### src/lrw_pkg.sv
`timescale 1ns / 1ps
// ----------------------------------------------------------------------------
// lrw_pkg
// Shared types, codes and constants of the lattice random walk statistics block.
// ----------------------------------------------------------------------------
package lrw_pkg;

	// Sizes of the accumulator store and story counting
	localparam int MAX_STEPS   = 16384;
	localparam int MAX_STORIES = 65536;
	localparam int ACC_DEPTH   = MAX_STEPS;
	localparam int ACC_IDX_W   = $clog2(ACC_DEPTH);
	localparam int FILL_W      = ACC_IDX_W + 1;

	// Field widths
	localparam int STEP_W      = 14;
	localparam int STEPS_CFG_W = 15;
	localparam int STORY_W     = 17;
	localparam int POS_W       = 16;
	localparam int SUM_W       = 31;
	localparam int SQ_W        = 45;
	localparam int ACC_OUT_W   = 32;
	localparam int GEN_W       = 64;
	localparam int HALF_W      = GEN_W / 2;
	localparam int CFG_IDX_W   = 2;
	localparam int CFG_DATA_W  = 64;

	// Configuration register indexes
	localparam logic [CFG_IDX_W-1:0] CFG_SEED  = 2'd0;
	localparam logic [CFG_IDX_W-1:0] CFG_STEPS = 2'd1;
	localparam logic [CFG_IDX_W-1:0] CFG_LIMIT = 2'd2;

	// Commands
	localparam logic CMD_STEP = 1'b0;
	localparam logic CMD_READ = 1'b1;

	// Move directions from the top two generator bits
	localparam logic [1:0] DIR_POS_X = 2'd0;
	localparam logic [1:0] DIR_POS_Y = 2'd1;
	localparam logic [1:0] DIR_NEG_X = 2'd2;
	localparam logic [1:0] DIR_NEG_Y = 2'd3;

	// Generator multiplier and its square, both modulo 2^64
	localparam logic [GEN_W-1:0] LCG_MUL  = 64'd1181783497276652981;
	localparam logic [GEN_W-1:0] LCG_MUL2 = GEN_W'(LCG_MUL * LCG_MUL);
	localparam logic [GEN_W-1:0] RST_SEED = 64'd1;

	// Register reset values and clamps
	localparam logic [STEPS_CFG_W-1:0] RST_STEPS = 15'd10000;
	localparam logic [STORY_W-1:0]     RST_LIMIT = 17'd10000;
	localparam logic [STEPS_CFG_W-1:0] STEPS_CAP = STEPS_CFG_W'(MAX_STEPS);
	localparam logic [STORY_W-1:0]     LIMIT_CAP = STORY_W'(MAX_STORIES);

	typedef enum logic [1:0] {
		GEN_RUN,
		GEN_MUL_A,
		GEN_SUM_A,
		GEN_MUL_B
	} gen_state_t;

	typedef struct packed {
		logic                 cmd;
		logic [STEP_W-1:0]    read_index;
	} lrw_in_t;

	typedef struct packed {
		logic signed [POS_W-1:0]     walker_x;
		logic signed [POS_W-1:0]     walker_y;
		logic [STEP_W-1:0]           step_number;
		logic [STORY_W-1:0]          stories_done;
		logic signed [ACC_OUT_W-1:0] acc_sum_x;
		logic signed [ACC_OUT_W-1:0] acc_sum_y;
		logic [SQ_W-1:0]             acc_sumsq_x;
		logic [SQ_W-1:0]             acc_sumsq_y;
		logic                        limit_reached;
	} lrw_out_t;

	// One accumulator store word
	typedef struct packed {
		logic [SUM_W-1:0] sum_x;
		logic [SUM_W-1:0] sum_y;
		logic [SQ_W-1:0]  sq_x;
		logic [SQ_W-1:0]  sq_y;
	} lrw_acc_t;

	// Request from the walk control to the statistics store
	typedef struct packed {
		logic                    go;
		logic                    wr;
		logic [ACC_IDX_W-1:0]    idx;
		logic signed [POS_W-1:0] px;
		logic signed [POS_W-1:0] py;
	} lrw_acc_req_t;

endpackage

### src/lrw_gen.sv
`timescale 1ns / 1ps
// ----------------------------------------------------------------------------
// lrw_gen
// Multiplicative 64-bit generator with one step of lookahead: two chains
// interleave through a two-register loop that multiplies by the square.
// ----------------------------------------------------------------------------
module lrw_gen
	import lrw_pkg::*;
(
	input  logic             clk,
	input  logic             arst_n,
	input  logic             seed_load,
	input  logic [GEN_W-1:0] seed,
	input  logic             adv,
	output logic [1:0]       dir,
	output logic             busy
);

	gen_state_t        st_q, st_nxt;
	logic [GEN_W-1:0]  nxt_q;
	logic [GEN_W-1:0]  pp0_q;
	logic [HALF_W-1:0] pp1_q, pp2_q;
	logic              pp_ld, sum_ld, use_c1;
	logic [GEN_W-1:0]  mul_k;
	logic [GEN_W-1:0]  m0;
	logic [HALF_W-1:0] m1, m2, hi_sum;
	logic [GEN_W-1:0]  sum;

	// next state
	always_comb begin
		st_nxt = st_q;
		case (st_q)
			GEN_MUL_A: st_nxt = GEN_SUM_A;
			GEN_SUM_A: st_nxt = GEN_MUL_B;
			GEN_MUL_B: st_nxt = GEN_RUN;
			GEN_RUN:   st_nxt = GEN_RUN;
			default:   st_nxt = GEN_RUN;
		endcase
		if (seed_load) begin
			st_nxt = GEN_MUL_A;
		end
	end

	// outputs
	always_comb begin
		pp_ld  = 1'b0;
		sum_ld = 1'b0;
		use_c1 = 1'b0;
		busy   = 1'b1;
		case (st_q)
			GEN_MUL_A: begin
				pp_ld  = 1'b1;
				use_c1 = 1'b1;
			end
			GEN_SUM_A: sum_ld = 1'b1;
			GEN_MUL_B: begin
				pp_ld  = 1'b1;
				use_c1 = 1'b1;
			end
			GEN_RUN: begin
				busy   = 1'b0;
				pp_ld  = adv;
				sum_ld = adv;
			end
			default: busy = 1'b1;
		endcase
	end

	// partial products of the low 64 bits of nxt_q * k
	always_comb begin
		mul_k  = use_c1 ? LCG_MUL : LCG_MUL2;
		m0     = {{HALF_W{1'b0}}, nxt_q[HALF_W-1:0]} *
			{{HALF_W{1'b0}}, mul_k[HALF_W-1:0]};
		m1     = nxt_q[HALF_W-1:0] * mul_k[GEN_W-1:HALF_W];
		m2     = nxt_q[GEN_W-1:HALF_W] * mul_k[HALF_W-1:0];
		hi_sum = pp1_q + pp2_q;
		sum    = pp0_q + {hi_sum, {HALF_W{1'b0}}};
	end

	always_ff @(posedge clk or negedge arst_n) begin
		if (!arst_n) begin
			st_q  <= GEN_RUN;
			nxt_q <= LCG_MUL;
			pp0_q <= LCG_MUL2;
			pp1_q <= '0;
			pp2_q <= '0;
		end else begin
			st_q <= st_nxt;
			if (seed_load) begin
				nxt_q <= seed;
			end else begin
				if (sum_ld) begin
					nxt_q <= sum;
				end
				if (pp_ld) begin
					pp0_q <= m0;
					pp1_q <= m1;
					pp2_q <= m2;
				end
			end
		end
	end

	assign dir = nxt_q[GEN_W-1:GEN_W-2];

endmodule

### config.mk
export PLATFORM = sky130hd
export DESIGN_NAME = lrw_gen
export DESIGN_NICKNAME = d
export VERILOG_FILES = /design/src/lrw_pkg.sv /design/src/lrw_gen.sv
export SDC_FILE = /design/constraint.sdc
export NUM_CORES = 2
export LEC_CHECK = 0
export ABC_CLOCK_PERIOD_IN_PS = 9500
export BUFFER_PORTS_ARGS = -buffer_cell sky130_fd_sc_hd__buf_2
export CORE_ASPECT_RATIO = 1.25
export CORE_MARGIN = 2
export CORE_UTILIZATION = 46
export DETAILED_ROUTE_END_ITERATION = 7
export PLACE_DENSITY = 0.67
export SETUP_SLACK_MARGIN = 0.3
export SYNTH_ARGS = -nofsm -noshare
export SYNTH_HDL_FRONTEND = slang
export SYNTH_SLANG_ARGS = --single-unit
### constraint.sdc
create_clock -name clk -period 9.5 [get_ports clk]
set_input_delay 0.95 -clock clk [delete_from_list [all_inputs] [get_ports clk]]
set_output_delay 0.95 -clock clk [all_outputs]
set_load 0.1 [all_outputs]
### After elaboration in Yosys (flattened, before gate mapping)

Cells that the tools add are included.

* output and inout port bits: 3
* bits of input ports: 68
* register bits: 194
* word-level logic and storage cells: 28

* mux-type cells: 9
* reductions and logical operators: 5
* multiply operators: 3
* $add $sub $neg: 2
* bitwise logic cells: 1
* equal/unequal tests: 3

Operators by type and width (count)
* $mux 64: 3
* $add 64x64->64: 1
* $mul 32x32->32: 2
* $mul 32x32->64: 1
* $add 32x32->32: 1
* $pmux 2 s3: 1
* $eq 2x2->1 const B: 2
* $pmux 1 s2: 2
* $reduce_or 2->1: 2
* $eq 2x1->1 const B: 1
* $logic_not 2->1: 1
* $mux 1: 2
* $mux 2: 1
* $reduce_and 2->1: 1
* $reduce_bool 2->1: 1
* $not 1->1: 1

### Logic depth before layout (Yosys ltp)

* depth in word-level cells: 5
* mapped depth: 34
* depth with buffers taken out: 31

### Least setup slack after synthesis

No wires, ideal clock.

* kind: register to register
* start: register st_q[0]
* end: register pp0_q[62]
* cell stages (with the launch flop): 30
* clock period less this slack: 8141 ps
* arrival time: 8009 ps
* buffers on the path: 5
* path slack: 1359 ps
* data required time: 9368 ps
* library setup time: 132 ps
* cell sequence: dfrtp_1 -> clkbuf_1 -> clkbuf_1 -> clkbuf_1 -> buf_1 -> nand2_1 -> inv_1 -> fa_1 -> inv_1 -> fa_1 -> fa_1 -> fa_1 -> inv_1 -> fa_1 -> fa_1 -> fa_1 -> fa_1 -> ha_1 -> clkbuf_1 -> a2111oi_0 -> o2bb2ai_1 -> o21ai_1 -> a31oi_1 -> o211a_1 -> o31ai_2 -> a41oi_2 -> o311ai_1 -> a21oi_1 -> xor2_1 -> o21ai_1

* cells in the longest elaborated chain, start to end: 5
* elaborated cells between the ends (all ways): 9
* classes of those cells: mul: 1; eq/ne: 2; mux: 3; reduce/logical: 3

Ends and longest elaborated chain
* start: declaration: RTL line lrw_gen.sv:19 `gen_state_t st_q, st_nxt;`
* start signal: assignment: RTL line lrw_gen.sv:88 `st_q <= st_nxt;`
* $eq 2x2->1 / $eq 2x1->1 (equally long branches): RTL line lrw_gen.sv:50 `case (st_q)`
* $reduce_or 2->1 (no source line)
* $mux 1: RTL line lrw_gen.sv:50
* $mux 64: RTL line lrw_gen.sv:71 `mul_k = use_c1 ? LCG_MUL : LCG_MUL2;`
* $mul 32x32->64: RTL line lrw_gen.sv:72 `m0 = {{HALF_W{1'b0}}, nxt_q[HALF_W-1:0]} *`
* end signal: assignment: RTL line lrw_gen.sv:96 `pp0_q <= m0;`
* end: declaration: RTL line lrw_gen.sv:21 `logic [GEN_W-1:0] pp0_q;`

Several ways; a longest one is shown, not always the timed one.
A chain may end at the register's enable or synchronous reset.

### Worst setup path after layout

* start: register nxt_q[7]
* end: register pp0_q[57]

* cells in the longest elaborated chain, start to end: 1

Ends and longest elaborated chain
* start: declaration: RTL line lrw_gen.sv:20 `logic [GEN_W-1:0] nxt_q;`
* start signal: assignment: RTL line lrw_gen.sv:93 `nxt_q <= sum;`
* $mul 32x32->64: RTL line lrw_gen.sv:72

Every way passes these cells.

==> impl_metrics.toml <==
[run_status]
status = "complete, no violations"

[timing]
rsz0062_at_grt = "true"
maxSlewViolCount = 0
maxSlewHeadroom_pct = 28.8
setup_viol = 0
skew_ps = 30.1
max_freq_mhz = 112
min_period_ps = 8910
finalCritPeriodShare_pct = 93.8
setup_tns_ps = 0
worstMarginPinSlew_ps = 1070
hold_viol = 0

[clock_network]
h-tree-depth = 4
cts_tree = "done"
clock_latency_ps = 520
cts.sink_count = 190
clock_path_buffers = 2
numCtsBuffers = 17
cts_setup_buffers = 0
root_buffer = "clkbuf_16"
clkTransAtPathRegs_ps = 110

[setup_path]
critPathMostFrequentCell = "fa_1"
r2r-start = "nxt_q[7]"
r2r_cells = 26
start_kind = "flip-flop"
reg2reg_to = "pp0_q[57]"
path_class = "flip-flop to flip-flop"
worstPathRequired_ps = 9940
r2r_slack_ps = 590
crit_slowest_cell = "dfstp_2"
crit_fanout = 21
cp-end-kind = "flip-flop"
slowest_delay_ps = 1020
worstPathArrival_ps = 9350

[logic_synthesis]
synth.avg_cell_area_um2 = 9.69
synth_seq_cells = 190
syn_area_um2 = 56200
yosysWarnings = 0
synth.distinct_cells = 84
async_flop_share_pct = 100
ys_seq_area_share_pct = 8.60
synth-main-ff-cell = "dfrtp_1"
synth-edff-count = 0
synth_cells = 5798

[die]
die_h_um = 395
io_pins = 71
num_rows = 143
dieArea_um2 = 125000
core_area_um2 = 121000
start_util_pct = 46.3
die_w_um = 317

[finish]
final_common_cell = "inv_1"
syn2layout_area_growth_pct = 5.68
mostFrequentLayoutCells = "inv_1 (1572), fa_1 (1146), ha_1 (862)"
final_cells = 7460
drive_above_1_share_pct = 5.33
fin_area_um2 = 59400
fin_nets = 7920
fillCellCount = 11300

[route]
drt_iter0_markers = 3605
drt-vias-per-instance = 5.40
drt_first_pass_iters = 6
wl_per_cell_um = 24.8
ant_nets = 0
routed_wl_mm = 185
route.vias.total = 40300
drc = 0

[place]
gp_congestion = 1.05
port_buffers = 70
dpl.cell_count = 7420
dpl-instance-area_um2 = 58700
hpwl_mm = 163

[worst_hold_path]
hold_path.class = "input pin to asynchronous set/reset pin"

[global_routing]
grt-ovfl-total = 0
grt_pass1_vias = 43200
grt_start_max_net_pins = 100
antenna_found_initial = 14
grt_pass1_wl_mm = 278
grt_use_total_pct = 30.6

[flow_run]
drv_cap = 0
-- area by class of cell --
cell class | instances | area [um2] | area share (%)
multi-input combinational | 3887 | 44900 | 75.6
inverter | 1587 | 5960 | 10.0
sequential | 190 | 4840 | 8.15
tap | 1595 | 2000 | 3.36
timing repair buffer | 161 | 1040 | 1.76
clock buffer | 18 | 429 | 0.723
clock inverter | 14 | 180 | 0.303
antenna | 8 | 20.0 | 0.0337
-- through the flow --
| step | util (%) | hold slack [ps] | setup slack [ps] |
|---|---|---|---|
| floorplan | - | 434 | 1360 |
| global placement | 48.4 | 445 | 746 |
| detailed placement | 48.4 | 457 | 705 |
| CTS | 48.9 | 462 | 692 |
| global route | 48.9 | 474 | 284 |
| finish | 48.9 | 437 | 590 |
-- worst max-delay path by stage --
| stage | start | cells past startpoint | end |
|---|---|---|---|
| 2_1_floorplan | st_q[0] | 29 | pp0_q[62] |
| 3_3_place_gp | nxt_q[4] | 29 | pp0_q[57] |
| 3_5_place_dp | nxt_q[7] | 26 | pp0_q[52] |
| 4_1_cts | nxt_q[7] | 26 | pp0_q[52] |
| 5_1_grt | st_q[0] | 27 | pp0_q[39] |
| 6_report | nxt_q[7] | 26 | pp0_q[57] |
-- worst max-delay path, delay by kind of cell, from the launching register on --
family / cells / cell delay [ps]
and+or+nand+nor: 7 / 2000
AOI/OAI and AO/OA: 6 / 1270
adders and majority gates: 9 / 3840
buffers and inverters: 3 / 250
DFF: 1 / 1020
xor gates and xnor gates: 1 / 440
-- Yosys cell counts (5+ instances only) --
cell,number,area (um2)
a22oi_1,6,45.0
and2_1,18,113
nor3_1,29,145
o21a_1,28,210
nor2_1,166,623
buf_2,8,40.0
nand2b_1,34,213
clkinv_1,11,41.3
nand3_1,36,180
inv_1,1574,5910
a21oi_1,166,831
dfrtp_1,129,3230
and3_1,21,131
a21boi_0,8,60.1
a31oi_1,24,150
xor2_1,75,657
o21bai_1,26,195
or2_2,21,131
fa_1,1146,22900
nand2_1,435,1630
dfstp_2,61,1600
o22ai_1,5,31.3
ha_1,862,10800
nor2b_1,11,68.8
o2111ai_1,9,78.8
buf_1,18,67.6
or3_1,6,37.5
o31ai_1,9,67.6
a211oi_1,34,255
o21ai_1,11,55.1
xnor2_1,234,2050
a21o_1,99,743
mux2i_1,36,360
o21ai_0,229,1150
o211ai_1,12,90.1
nand4_1,14,87.6
clkbuf_1,108,405
-- kinds of logic after synthesis --
kind of cell	share of synthesized area [%]
fa+ha+maj	60.1
buf+inv	11.5
simple gates	6.16
compound gates	8.13
xor+xnor	4.82
flops	8.60
mux	0.682
other cells	0.0134
-- sequential cells by signal, indices dropped and copies added, names as in the netlist --
name,count
pp0_q,64
nxt_q,64
st_q,2
pp1_q,28
pp2_q,32
-- repair_timing --
action | CTS | global route
setup endpoints to repair | 0 | 6
gates resized for setup | 0 | 4
hold buffers | 0 | 0
-- layer usage --
layer / global-route usage (%) / share of wire [%] / vias to the layer above
met1: 40.5 / 40 / 20400
met4: 15.5 / 6.3 / 8
met5: 0 / 0.028 / -
met3: 4.71 / 7.2 / 443
li1: - / - / 17800
met2: 48.5 / 46 / 1585
Power is left out: the tool's default activity adds up to more than one toggle a clock period on the data nets, which glitch-free logic cannot reach.
